### src/hw/rtl/cpt_pkg.sv
// Shared types, constants and helpers for the conveyor pile tracker.
package cpt_pkg;

  localparam int POS_W     = 32;
  localparam int VOL_W     = 32;
  localparam int LEN_W     = 31;
  localparam int GAIN_W    = 17;
  localparam int SCALE_W   = 16;
  localparam int DV_W      = 24;
  localparam int ADD_W     = DV_W + 1;
  localparam int WIDE_W    = 49;
  localparam int NUM_W     = 64;
  localparam int DIV_STEPS = 64;
  localparam int CNT_W     = 6;
  localparam int IN_W      = 56;
  localparam int OUT_W     = 200;
  localparam int CFG_IDX_W = 3;
  localparam int CFG_W     = 32;
  localparam int ROT_SHIFT = 10;

  localparam logic [GAIN_W-1:0] GAIN_ONE = 17'h10000;

  typedef logic signed [WIDE_W-1:0] wide_t;

  localparam wide_t POS_MAX = wide_t'(signed'(32'h7fffffff));
  localparam wide_t POS_MIN = wide_t'(signed'(32'h80000000));

  // Configuration register indexes
  typedef enum logic [CFG_IDX_W-1:0] {
    REG_SEED_VOL   = 3'd0,
    REG_CAP_VOL    = 3'd1,
    REG_SEED_FP    = 3'd2,
    REG_CAP_LEN    = 3'd3,
    REG_OFF_LEN    = 3'd4,
    REG_GAIN       = 3'd5,
    REG_BELT_SCALE = 3'd6
  } cfg_reg_t;

  // Datapath operations issued by the controller
  typedef enum logic [3:0] {
    OP_NONE, OP_LOAD, OP_MUL, OP_BELT, OP_VADD, OP_BACK, OP_CUT,
    OP_PMUL, OP_DIV, OP_PWB, OP_FCHK, OP_FMUL, OP_TGT
  } op_t;

  typedef struct packed {
    op_t op;
  } cmd_t;

  typedef struct packed {
    logic pdiv;
    logic fdiv;
    logic out_free;
  } stat_t;

  // Clamp a wide signed value to the signed 32-bit range
  function automatic logic signed [POS_W-1:0] sat32(input wide_t v);
    logic signed [POS_W-1:0] r;
    if (v > POS_MAX) r = POS_MAX[POS_W-1:0];
    else if (v < POS_MIN) r = POS_MIN[POS_W-1:0];
    else r = v[POS_W-1:0];
    return r;
  endfunction

  function automatic wide_t sx(input logic signed [POS_W-1:0] v);
    return wide_t'(v);
  endfunction

  function automatic wide_t zx(input logic [VOL_W-1:0] v);
    return wide_t'({1'b0, v});
  endfunction

endpackage

### src/hw/rtl/cpt_ctrl.sv
// Sequencer for the pile tracker: steps one request through the datapath.
module cpt_ctrl (
  input  logic           clk,
  input  logic           rst_n,
  input  logic           in_tvalid,
  output logic           in_tready,
  input  cpt_pkg::stat_t stat,
  output cpt_pkg::cmd_t  cmd
);

  typedef enum logic [12:0] {
    S_IDLE = 13'h0001,
    S_MUL  = 13'h0002,
    S_BELT = 13'h0004,
    S_VADD = 13'h0008,
    S_BACK = 13'h0010,
    S_CUT  = 13'h0020,
    S_PMUL = 13'h0040,
    S_PDIV = 13'h0080,
    S_PWB  = 13'h0100,
    S_FCHK = 13'h0200,
    S_FMUL = 13'h0400,
    S_FDIV = 13'h0800,
    S_TGT  = 13'h1000
  } state_t;

  state_t                    state_r, state_nxt;
  logic [cpt_pkg::CNT_W-1:0] cnt_r, cnt_nxt;
  logic                      cnt_last;

  assign cnt_last  = (cnt_r == cpt_pkg::CNT_W'(cpt_pkg::DIV_STEPS - 1));
  assign in_tready = (state_r == S_IDLE);

  always_comb begin
    state_nxt = state_r;
    cnt_nxt   = cnt_r;
    cmd.op    = cpt_pkg::OP_NONE;
    unique case (state_r)
      S_IDLE: begin
        if (in_tvalid) begin
          cmd.op    = cpt_pkg::OP_LOAD;
          state_nxt = S_MUL;
        end
      end
      S_MUL:  begin cmd.op = cpt_pkg::OP_MUL;  state_nxt = S_BELT; end
      S_BELT: begin cmd.op = cpt_pkg::OP_BELT; state_nxt = S_VADD; end
      S_VADD: begin cmd.op = cpt_pkg::OP_VADD; state_nxt = S_BACK; end
      S_BACK: begin cmd.op = cpt_pkg::OP_BACK; state_nxt = S_CUT;  end
      S_CUT:  begin cmd.op = cpt_pkg::OP_CUT;  state_nxt = S_PMUL; end
      S_PMUL: begin
        if (stat.pdiv) begin
          cmd.op    = cpt_pkg::OP_PMUL;
          state_nxt = S_PDIV;
        end else begin
          state_nxt = S_FCHK;
        end
      end
      S_PDIV: begin
        cmd.op  = cpt_pkg::OP_DIV;
        cnt_nxt = cnt_r + 1'b1;
        if (cnt_last) state_nxt = S_PWB;
      end
      S_PWB:  begin cmd.op = cpt_pkg::OP_PWB;  state_nxt = S_FCHK; end
      S_FCHK: begin cmd.op = cpt_pkg::OP_FCHK; state_nxt = S_FMUL; end
      S_FMUL: begin
        if (stat.fdiv) begin
          cmd.op    = cpt_pkg::OP_FMUL;
          state_nxt = S_FDIV;
        end else begin
          state_nxt = S_TGT;
        end
      end
      S_FDIV: begin
        cmd.op  = cpt_pkg::OP_DIV;
        cnt_nxt = cnt_r + 1'b1;
        if (cnt_last) state_nxt = S_TGT;
      end
      S_TGT: begin
        // hold until the result register is free
        if (stat.out_free) begin
          cmd.op    = cpt_pkg::OP_TGT;
          state_nxt = S_IDLE;
        end
      end
      default: state_nxt = S_IDLE;
    endcase
  end

  always_ff @(posedge clk) begin
    if (!rst_n) begin
      state_r <= S_IDLE;
      cnt_r   <= '0;
    end else begin
      state_r <= state_nxt;
      cnt_r   <= cnt_nxt;
    end
  end

endmodule

### config.mk
export PLATFORM = sky130hd
export DESIGN_NAME = cpt_ctrl
export DESIGN_NICKNAME = d
export VERILOG_FILES = /design/src/hw/rtl/cpt_pkg.sv /design/src/hw/rtl/cpt_ctrl.sv
export SDC_FILE = /design/constraint.sdc
export NUM_CORES = 1
export LEC_CHECK = 0
export BUFFER_PORTS_ARGS = -buffer_cell sky130_fd_sc_hd__clkbuf_2
export CORE_MARGIN = 2
export CORE_UTILIZATION = 30
export DETAILED_ROUTE_END_ITERATION = 16
export PLACE_DENSITY = 0.46
export SLEW_MARGIN = 20
export SYNTH_ARGS = -nofsm -noshare
export SYNTH_HDL_FRONTEND = slang
export SYNTH_SLANG_ARGS = --single-unit
### constraint.sdc
create_clock -name clk -period 1.8 [get_ports clk]
set_input_delay 0.09 -clock clk [delete_from_list [all_inputs] [get_ports clk]]
set_output_delay 0.09 -clock clk [all_outputs]
set_load 0.02 [all_outputs]
==> results.md, run 1 <==
Cells and area:
- From synthesis to final layout, the design area changed by 49.69%.
- The most frequent standard cell in the layout excluding fill and tap cells is buf_4.
- The number of filler instances in the final layout is 386.
- In the final design database the tool counted 193 nets.
- The share of final-layout standard cells stronger than drive strength 1 is a little under half.
- In the layout the commonest cells are 37 x buf_4, 14 x dfxtp_1.
- The antenna cell count is 0.
- Summing all non-filler instances in the final layout gives an area of 0.001809 sq mm.

Synth:
- Sorting the synthesized cells by area gives the leading types as dfxtp_1 31%, nor4_4 5.3%, nand3_1 4.6%.
- For this run, the leading register cell type out of synthesis is dfxtp_1.
- The post-synthesis instance area is 0.001209 sq mm.
- dfxtp_1 takes more of the synthesized area than any other cell.
- The count of flip-flops with a built-in enable after synthesis is 0.
- The fraction of synthesis flops using an asynchronous set or reset pin is 0%.
- The number of distinct library cells after synthesis is 46.
- The portion of the post-synthesis area used by sequential elements is 31.47%.
- The number of nets in the synthesized netlist is ~140.
- The instance count of the mapped netlist is 137.
- Yosys printed 0 warnings.
- In this run, synthesis produced a sequential element count of 19.
- The share of the synthesized area in the top cell type is 31.47%.
- Each instance of the synthesized netlist takes up on average 8.822 sq um.

Setup path:
- The worst register-to-register path begins at state_r[7].
- The endpoint of the most critical register-to-register path is state_r[3].
- The data arrival time of the critical path is 1.97 ns.
- Data on the critical path is required at its endpoint by 1.71 ns.
- Of all nets on the critical path, the largest fanout is 4.
- The worst setup path is launched from a flop.
- The worst setup path category is reg2out.
- The cell count of the worst reg-to-reg path is 6.
- The element type at the critical path end is an output port.
- The worst-case register-to-register setup slack is -0.02 ns.

Timing:
- The period utilization is 114.5%.
- The timing-limited maximum frequency is 485.1 MHz.
- The final hold slack is 0.1901 ns.
- In the post-route analysis, the smallest setup slack over all paths is -0.2612 ns.
- The final number of setup-violating endpoints is 11.
- The final clock skew is approximately 0.0087 ns.
- The final count of pins violating max slew is 0.
- At the pin with the least slew margin, the transition time is 0.3373 ns.
- Measured against its own limit, the worst slew margin works out to 77.35%.
- The count of endpoints failing hold in the final timing report is 0.
- Setup repair after global routing could not meet its margin everywhere.
- For the finished layout, the period the worst path requires is between 2 and 2.5 ns.
- The post-route setup TNS is -0.6604 ns.

Routing:
- The first-pass iteration count of the detailed router is 4.
- For this block, wires on met1 add up to 1607 um.
- The wire length per cell after detailed routing is approximately 16 um.
- Summing over every cut layer, the via total after detailed routing is 1,235.
- The number of DRC violations after detailed-routing iteration 0 is 32.
- In the routed design, unresolved DRC markers number 0.
- Dividing the detail-routed via count by the number of cells gives 5.255.
- The detailed-routed wire length on met3 is 143 um.
- The wire length after detailed routing is 3692 um.
- The uppermost metal layer occupied by signal nets is met4.
- The total length of routed met2 wires is 1839 um.
- The residual antenna-violating net count after detailed routing is 0.

Clock network:
- CTS saw 19 sinks.
- The total clock buffers created by CTS is 3.
- Clock latency on the worst-skew pair, taken at its later pin, is 0.27 ns.
- The clock passes through at most 2 buffers.
- The number of H-tree levels is 1.
- The number of hold buffers added after cts is 0.
- The clock-pin transition on the worst setup and hold timing paths is roughly 0.08 ns.
- The clock root buffer is clkbuf_8.
- The CTS tree is yes.

GRT:
- The first-pass GRT wire length is a little under 6000 um.
- The largest net degree at the start of global routing is 11.
- The via count of the first global-routing pass is 1,251.
- The initial antenna violation count came to 0.
- Global routing used 17.95% of the available tracks.
- The total overflow reported by the global router is 0.

Die:
- The x dimension of the die is 67.48 um.
- Row generation in the floorplan step produced 23 rows.
- The die extent in y is 67.48 um.
- The die covers 0.004553 sq mm.
- The floorplan step defined a core boundary enclosing ~0.004 sq mm.
- 11 I/O pins were placed.
- The initial utilization of the core area, before any placement, comes to a little under a third.

Run:
- The tool flagged a number of max-cap violations equal to 0.

Status:
- The flow ran to the end, but the final reports show violations.
- The checks that failed: setup timing.

Placement:
- Detailed placement finished with a half-perimeter wire length of approximately 2700 um.
- Prior to clock tree synthesis, the placed netlist has a worst setup slack of -0.01520 ns.
- The congestion estimate from routability-driven global placement came to 0.8522.
- In this run the cell area measured after placement is 0.001548 sq mm.
- The number of buffers added on ports is 10.

Power and ir drop:
- The worst vdd rail ir drop is about 0.43 mV.
- Power spread over the standard cell area amounts to 585.4 mW/mm^2.
- The leakage dissipation is 0.7358 nW.

Min path:
- The startpoint identified for the worst hold timing path is rst_n.
- The cell depth of the worst min-delay path is 2.
- The worst hold path belongs to the class in2reg.
- The sink of the worst hold path is state_r[12].
Yosys cell counts, types with 3 or more instances:
cell      count
dfxtp_1      19
nand3_1      11
nand2_1       9
nor2_1        8
nand4_1       7
and2_1        6
nor3_1        6
nor4b_1       5
xor2_1        5
a21boi_1      3
nor2b_1       3
nor4_1        3
nor4_4        3
o21ai_0       3
or4_1         3
xnor2_1       3
state kept, by name, summed over array words and instances, names as in the netlist:
register  count
state_r      13
cnt_r         6
cell type report:
type | instances | area, sq um | share of cell area, %
timing repair buffer | 48 | 366.6 | 20.26
sequential | 19 | 394.1 | 21.78
inverter | 2 | 7.507 | 0.4149
tap | 50 | 62.56 | 3.458
clock buffer | 4 | 45.04 | 2.490
multi-input combinational | 112 | 933.4 | 51.59
routing by layer:
metal | global-route usage (%) | vias to the layer above
li1 | - | 622
met1 | 21.58 | 576
met2 | 30.64 | 28
met3 | 3.833 | 9
met4 | 7.653 | 0
met5 | 0 | -
stage by stage:
stage | utilization, % | instances | power [mW]
final | 45.89 | 235 | 1.059
after global routing | 45.89 | 235 | 1.119
after CTS | 44.56 | 233 | 1.045
after detailed placement | 39.26 | 226 | 0.6846
after global placement | 39.26 | 226 | 0.6889
after floorplan | - | 137 | 0.5912
where the power goes:
| part | switching, mW | internal (mW) | total, mW |
|---|---|---|---|
| combinational | 0.153 | 0.147 | 0.300 |
| clock | 0.154 | 0.158 | 0.312 |
| sequential | 0.0205 | 0.427 | 0.447 |
worst max-delay path, stage by stage, from the launching register on:
cell     delay [ns]
dfxtp_4        0.37
nor4_4         0.32
nand3_2        0.12
or4_4          0.50
and3_4         0.20
nand3_2        0.08
buf_8          0.11
worst max-delay path by stage:
stage | from | to | slack (ns) | cells after the start
6_report | state_r[7] | cmd[1] | -0.26 | 6
3_5_place_dp | state_r[7] | state_r[5] | -0.02 | 6
3_3_place_gp | state_r[7] | state_r[4] | -0.02 | 6
2_1_floorplan | state_r[5] | state_r[0] | 0.03 | 5
5_1_grt | state_r[7] | cmd[1] | -0.34 | 6
4_1_cts | state_r[4] | cmd[1] | -0.26 | 6
timing repair:
action / 4_1_cts / 5_1_grt
endpoints found under the setup margin: 11 / 23
gates resized for setup: 30 / 10
buffers inserted: 3 / 2
pin swaps: 4 / 7
kinds of logic (layout without fill, tap and decap cells):
kind of cell | count (synthesis) | after routing | share of synthesized area, %
and+or+nand+nor | 81 | 81 | 44.62
AOI/OAI and AO/OA | 20 | 20 | 12.53
DFF | 19 | 19 | 31.47
xor gates and xnor gates | 8 | 8 | 5.797
buffers and inverters | 6 | 54 | 2.898
muxes | 2 | 2 | 1.656
adders and majority gates | 1 | 1 | 1.035
Note: power is estimated with default switching activity, not from simulation.
==> inputs of run 2 (changes only) <==
- BUFFER_PORTS_ARGS: -buffer_cell sky130_fd_sc_hd__clkbuf_2 -> -buffer_cell sky130_fd_sc_hd__buf_2
- CTS_BUF_LIST: not set -> sky130_fd_sc_hd__clkbuf_16
==> run 2 against run 1 <==
  * The run still ends with setup timing left
  * Die area stayed put
  * Core utilization is 4.3 points higher
  * Clock-buffer cell count is 1 lower
  * Sequential share of layout area is 1.8 points lower
  * Routed wire length is 6.3% higher
  * Combinational power is 3% higher
  * Critical path type unchanged
  * Largest power group is now clock
  * Highest routed layer unchanged
==> results.md, run 2 (synthesis results as in run 1) <==
Cells and area:
- The count of non-filler cells in the finished layout is 238 (+1.3%).
- The utilization after layout is 50.14% (+4.3 points).
- The number of filler instances in the final layout is 351 (-9.1%).
- The share of final-layout standard cells stronger than drive strength 1 is 54.79% (+7.8 points).
- The most frequent standard cell in the layout excluding fill and tap cells is buf_4.
- Ranked by flip-flop count, first place goes to state_r.
- The antenna cell count came to 0 (unchanged).
- The largest registers in the layout are state_r x13, cnt_r x6.
- The flip-flop count of the largest register, all copies and words added is 13 (unchanged).
- The post-synthesis to final-layout area growth is 63.56%.
- The cell area after layout was 0.001977 sq mm (+9.3%).
- In the layout the commonest cells are 40 x buf_4, 11 x dfxtp_1, 7 x nand4_1, 7 x nand3_1, 7 x nand2_1.
- The final layout net count is 196 (+1.6%).

Clock network:
- The number of clock sinks is 19 (unchanged).
- The number of H-tree levels is 1 (unchanged).
- The insertion delay to the later sink of the worst-skew pair is 0.25 ns (-0.02 ns).
- The maximum count of clock buffers along a single path came to 2 (unchanged).
- The clock root buffer is clkbuf_16.
- The total clock buffers created by CTS is 3 (unchanged).
- The number of hold buffers added after cts is 0 (unchanged).
- The CTS tree is yes.
- The clock-pin transition on the worst setup and hold timing paths is 0.06 ns (-0.02 ns).

Status:
- The run finished, with violations left.
- The checks that failed: setup timing.

Placement:
- The final weighted congestion in routability-driven placement is 0.8259 (-3.1%).
- The post-DP HPWL is 2747 um (+2.4%).
- The number of buffers added on ports came to 10 (unchanged).
- The instance area after placement came to 0.001510 sq mm (-2.4%).
- The instance count after placement with tap cells included is 221 (-2.2%).
- The post-place setup slack is -0.01700 ns (-0.001802 ns).

Setup path:
- The signal on the critical path passes through nor4_4, buf_4, and2_4, nand4_1, and3_4, nand3_2, buf_6.
- The reg-to-reg startpoint is state_r[4].
- The worst-case register-to-register setup slack is -0.07 ns (-0.05 ns).
- The slowest cell on the critical path is dfxtp_4.
- The element type at the critical path end is an output port.
- The launch point of the worst path is state_r[4].
- The maximum fanout along the worst path is 6 (+2).
- The nature of the critical path startpoint is a flop.
- On the critical path the largest part of the delay comes from simple AND/OR/NAND/NOR gates.
- The end of the critical path is cmd[1].
- The delay of the slowest cell on the worst path is 0.36 ns (-0.14 ns).
- The endpoint of the most critical register-to-register path is state_r[3].
- The worst setup path category is reg2out.
- The data arrival time of the critical path came to 1.91 ns (-0.06 ns).
- The cell count of the worst reg-to-reg path is 6 (unchanged).
- The total number of cells along the worst setup path is 7 (+1).
- The buffers plus inverters on the worst setup path is 2 (+1).
- The data required time at the worst endpoint came to 1.71 ns (about the same).

Timing:
- The final count of pins violating max slew is 0 (unchanged).
- The worst slew slack as a fraction of its limit is 75.39% (-2.0 points).
- The time the worst path needs with I/O delays and setup is 2.002 ns (-0.05876 ns).
- The period utilization is 111.2% (-3.3 points).
- The timing-limited maximum frequency was 499.4 MHz (+2.9%).
- The worst-case setup margin in the final layout was -0.2025 ns (+0.05876 ns).
- The final hold slack came to 0.1766 ns (-0.01343 ns).
- Setup repair after global routing could not meet its margin everywhere.
- The final number of setup-violating endpoints was 18 (+7).
- The transition time of the tightest slew-check pin was 0.3665 ns (+0.02920 ns).
- The count of endpoints failing hold in the final timing report is 0 (unchanged).
- The post-route setup TNS is -0.9917 ns (-0.3313 ns).
- The final clock skew is 0.003262 ns (-0.005430 ns).

Die:
- The number of rows in the core area is 23 (unchanged).
- The die extent in y is 67.48 um (unchanged).
- The placeable core region is 0.003943 sq mm (unchanged).
- The initial cell density of the core is 30.66% (unchanged).
- The I/O pin count is 11 (unchanged).
- The x dimension of the die was 67.48 um (unchanged).
- The total die area is 0.004553 sq mm (unchanged).

GRT:
- The total overflow reported by the global router was 0 (unchanged).
- The via count of the first global-routing pass was 1,229 (-1.8%).
- The first-pass GRT wire length came to 5844 um (-1.5%).
- The largest net degree at the start of global routing is 11 (unchanged).
- The initial antenna violation count was 0 (unchanged).
- The global routing usage summed across all routing layers is 17.33% (-0.62 points).

Power and ir drop:
- The leakage dissipation is 0.7699 nW (+4.6%).
- The power density of the placed cells came to 620.8 mW/mm^2 (+6.1%).
- The sum of internal, switching and leakage power came to 1.227 mW (+16%).
- The worst vdd rail ir drop is 0.3158 mV (-26%).

Routing:
- The number of vias per cell is 5.324 (+1.3%).
- The first-pass iteration count of the detailed router is 4 (unchanged).
- The wire length after detailed routing came to 3924 um (+6.3%).
- The DRC violations left is 0 (unchanged).
- The residual antenna-violating net count after detailed routing is 0 (unchanged).
- The wire length per cell after detailed routing came to 16.49 um (+4.9%).
- The number of DRC violations after detailed-routing iteration 0 is 50 (+56%).
- The total number of vias is 1,267 (+2.6%).

Min path:
- The class of the tightest hold or removal check is in2reg.

Run:
- The number of max-capacitance violations reported came to 0 (unchanged).
==> run 2: cell count changes in the layout (fill, tap and decap cells not counted), sizes merged <==
| cell | delta |
|---|---|
| inv | +1 |
| clkbuf | -10 |
| buf | +12 |
==> run 2: power breakdown <==
group          internal (mW)  total (mW)  switching (mW)
Combinational          0.149       0.310           0.161
Sequential             0.430       0.457          0.0267
Clock                  0.296       0.461           0.165
Total                  0.875        1.23           0.353
==> run 2: what timing repair did <==
| item | CTS | global route |
|---|---|---|
| pin swaps | 3 | 25 |
| resized for setup | 11 | 51 |
| buffers inserted | 3 | 10 |
| gates cloned | 0 | 0 |
| endpoints found under the setup margin | 14 | 23 |
==> run 2: tightest hold or removal path: stages <==
cell and delay, ns:
buf_2 0.14, nand3_4 0.09, a21boi_1 0.07
==> run 2: routing by layer <==
| layer | GRT usage, % | routed length, um |
|---|---|---|
| met4 | 5.612 | 44 |
| met2 | 30.76 | 2078 |
| met5 | 0 | 0 |
| met3 | 2.500 | 61 |
| met1 | 21.30 | 1739 |
==> run 2: cell type report <==
type	count	area (sq um)	area share [%]
multi-input combinational	112	1033	52.28
timing repair buffer	51	399.1	20.19
sequential	19	395.4	20.00
clock buffer	3	75.07	3.797
tap	50	62.56	3.165
inverter	2	7.507	0.3797
clock inverter	1	3.754	0.1899
==> run 2: worst min-delay path by stage <==
stage             from     endpoint  slack (ns)  cells after the start
4_1_cts          rst_n  state_r[12]        0.17                      2
3_5_place_dp     rst_n  state_r[12]        0.43                      2
2_1_floorplan    rst_n  state_r[12]        0.21                      1
5_1_grt        stat[2]   state_r[7]        0.18                      3
6_report       stat[2]   state_r[7]        0.18                      3
3_3_place_gp     rst_n  state_r[12]        0.43                      2
==> inputs of run 3 (changes only) <==
- PLACE_DENSITY: 0.46 -> 0.53
==> run 3 against run 2 <==
  * The run still ends with setup timing left
  * Final cell count up 3.4%
  * Sequential cell count unchanged
  * Non-clock buffer count up 8
  * Critical path type unchanged
  * Critical endpoint unchanged
  * Highest routed layer unchanged
==> results.md, run 3 (synthesis results as in run 1) <==
Setup path:
- For this design, the slowest cell found on the critical path is or4_1.
- By instance count, the cell type seen most on the critical path is nand3_2.
- The endpoint identified for the worst register-to-register timing path is state_r[3].
- By startpoint and endpoint, the worst setup path is classified as reg2out.
- The worst setup path is captured at an output port.
- The startpoint identified for the worst register-to-register timing path is state_r[0].
- The worst-case register-to-register setup slack is -0.07 ns (about the same).
- The data arrival time of the critical path is 1.93 ns (+0.02 ns).
- The nature of the critical path startpoint is a flop.
- Walking the worst path, the cells encountered are nor4_4, nand3_2, or4_1, and3_4, nand3_2, buf_6.
- The delay of the slowest cell on the worst path was 0.48 ns (+0.12 ns).
- The data required time at the worst endpoint was 1.71 ns (about the same).
- The cell count of the worst reg-to-reg path came to 6 (unchanged).
- The maximum fanout along the worst path is 2 (-4).

GRT:
- The global routing usage summed across all routing layers was 18.70% (+1.4 points).
- The largest net degree at the start of global routing is 11 (unchanged).
- The initial antenna violation count was 0 (unchanged).
- The first-pass GRT wire length is 6175 um (+5.7%).
- The total overflow reported by the global router is 0 (unchanged).
- The via count of the first global-routing pass is 1,321 (+7.5%).

Power and ir drop:
- The power density of the placed cells is 636.4 mW/mm^2 (+2.5%).
- The leakage dissipation is 0.8230 nW (+6.9%).
- The worst vdd rail ir drop is 0.3805 mV (+20%).

Die:
- The number of rows in the core area is 23 (unchanged).
- The initial cell density of the core is 30.66% (unchanged).
- The die extent in y came to 67.48 um (unchanged).
- The I/O pin count is 11 (unchanged).
- The x dimension of the die is 67.48 um (unchanged).
- The placeable core region came to 0.003943 sq mm (unchanged).
- The total die area came to 0.004553 sq mm (unchanged).

Timing:
- The final hold slack is 0.1636 ns (-0.01303 ns).
- The transition time of the tightest slew-check pin is 0.4010 ns (+0.03456 ns).
- The final count of pins violating max slew is 0 (unchanged).
- The post-route setup TNS is -1.082 ns (-0.09003 ns).
- The final clock skew is 0.001205 ns (-0.002057 ns).
- The final number of setup-violating endpoints is 16 (-2).
- The time the worst path needs with I/O delays and setup is 2.019 ns (+0.01662 ns).
- The count of endpoints failing hold in the final timing report came to 0 (unchanged).
- The period utilization is 112.2% (+0.92 points).
- The timing-limited maximum frequency came to 495.3 MHz (-0.82%).
- The worst-case setup margin in the final layout is -0.2191 ns (-0.01662 ns).
- Setup repair after global routing could not meet its margin everywhere.
- The worst slew slack as a fraction of its limit was 73.06% (-2.3 points).

Min path:
- In this run the most critical hold path is launched from rst_n.
- The cell depth of the worst min-delay path is 2 (-1).
- The sink of the worst hold path is state_r[12].
- The class of the tightest hold or removal check is in2reg.

Routing:
- The number of vias per cell was 5.431 (+2.0%).
- The wire length after detailed routing is 4074 um (+3.8%).
- The residual antenna-violating net count after detailed routing is 0 (unchanged).
- The wire length per cell after detailed routing is 16.56 um (+0.45%).
- The DRC violations left came to 0 (unchanged).
- The number of DRC violations after detailed-routing iteration 0 is 75 (+50%).
- The total number of vias came to 1,336 (+5.4%).
- The first-pass iteration count of the detailed router is 4 (unchanged).

Cells and area:
- The number of filler instances in the final layout is 366 (+4.3%).
- The flip-flop count of the largest register, all copies and words added came to 13 (unchanged).
- The final layout net count was 204 (+4.1%).
- The count of non-filler cells in the finished layout is 246 (+3.4%).
- The share of final-layout standard cells stronger than drive strength 1 is 52.04% (-2.7 points).
- The area growth from synthesis to layout is 66.98%.
- In the layout the commonest cells are 40 x buf_4, 14 x buf_6, 13 x dfxtp_1.
- The most frequent standard cell in the layout excluding fill and tap cells is buf_4.
- The antenna cell count is 0 (unchanged).
- Counting flops per register, the top entry is state_r.
- The largest registers in the layout are state_r x13, cnt_r x6.

Placement:
- The final weighted congestion in routability-driven placement is 0.8894 (+7.7%).
- The number of buffers added on ports was 10 (unchanged).
- The instance count after placement with tap cells included is 222 (+0.45%).
- The post-DP HPWL was 2801 um (+2.0%).

Clock network:
- The number of H-tree levels is 1 (unchanged).
- In this run the clock root is driven by a clkbuf_16.
- The CTS tree is yes.
- The maximum count of clock buffers along a single path is 2 (unchanged).
- The insertion delay to the later sink of the worst-skew pair came to 0.26 ns (about the same).
- The clock-pin transition on the worst setup and hold timing paths is 0.05 ns (about the same).
- The total clock buffers created by CTS is 3 (unchanged).
- The number of hold buffers added after cts was 0 (unchanged).
- The number of clock sinks is 19 (unchanged).

Status:
- The final reports fail on setup timing.
- The run finished, with violations left.

Run:
- The number of max-capacitance violations reported is 0 (unchanged).
[run 3: routing by layer]
| metal | global-route usage (%) | vias to the layer above | share of wire, % |
|---|---|---|---|
| li1 | - | 640 | - |
| met1 | 20.83 | 646 | 40 |
| met2 | 32.35 | 39 | 54 |
| met3 | 4.000 | 11 | 3.6 |
| met4 | 11.22 | 0 | 2.7 |
| met5 | 0 | - | 0 |
[run 3: worst max path at each step]
| stage | endpoint | cells past startpoint | startpoint |
|---|---|---|---|
| 6_report | cmd[1] | 6 | state_r[7] |
| 3_5_place_dp | cnt_r[5] | 6 | state_r[5] |
| 3_3_place_gp | state_r[0] | 5 | state_r[0] |
| 5_1_grt | cmd[1] | 6 | state_r[5] |
| 4_1_cts | cmd[1] | 6 | state_r[7] |
| 2_1_floorplan | state_r[0] | 5 | state_r[5] |
[run 3: critical path: cells and delay by family (launching register included)]
family	cells	cell delay, ns
flops	1	0.35
simple gates	5	1.20
buf+inv	1	0.12
[run 3: repair_timing]
item / 4_1_cts / 5_1_grt
setup buffers: 4 / 17
gates resized for setup: 22 / 42
pin swaps: 5 / 32
cloned: 0 / 0
setup endpoints to repair: 5 / 21
[run 3: final cells by class]
cell class | count | area [sq um] | share of cell area (%)
clock inverters | 1 | 3.754 | 0.1860
repair buffers | 59 | 483.0 | 23.93
flip-flops and latches | 19 | 395.4 | 19.59
well taps | 50 | 62.56 | 3.100
multi-input cells | 112 | 991.0 | 49.10
clock buffers | 3 | 75.07 | 3.720
inverters | 2 | 7.507 | 0.3720
[run 3: through the flow]
step | setup WS [ns] | area, sq um | util [%] | total power, mW
2_1_floorplan | 0.02626 | 1215 | - | 0.5912
4_1_cts | -0.2053 | 1719 | 43.61 | 1.207
6_report | -0.2191 | 2018 | 51.19 | 1.284
5_1_grt | -0.3185 | 2018 | 51.19 | 1.334
3_5_place_dp | -0.01328 | 1518 | 38.50 | 0.6916
3_3_place_gp | 0.04200 | 1518 | 38.50 | 0.6886
[run 3: power breakdown]
part / total (mW) / leakage (nW) / switching (mW) / internal (mW)
registers: 0.456 / 0.157 / 0.0256 / 0.431
logic: 0.361 / 0.624 / 0.173 / 0.188
clock network: 0.467 / 0.0423 / 0.171 / 0.296
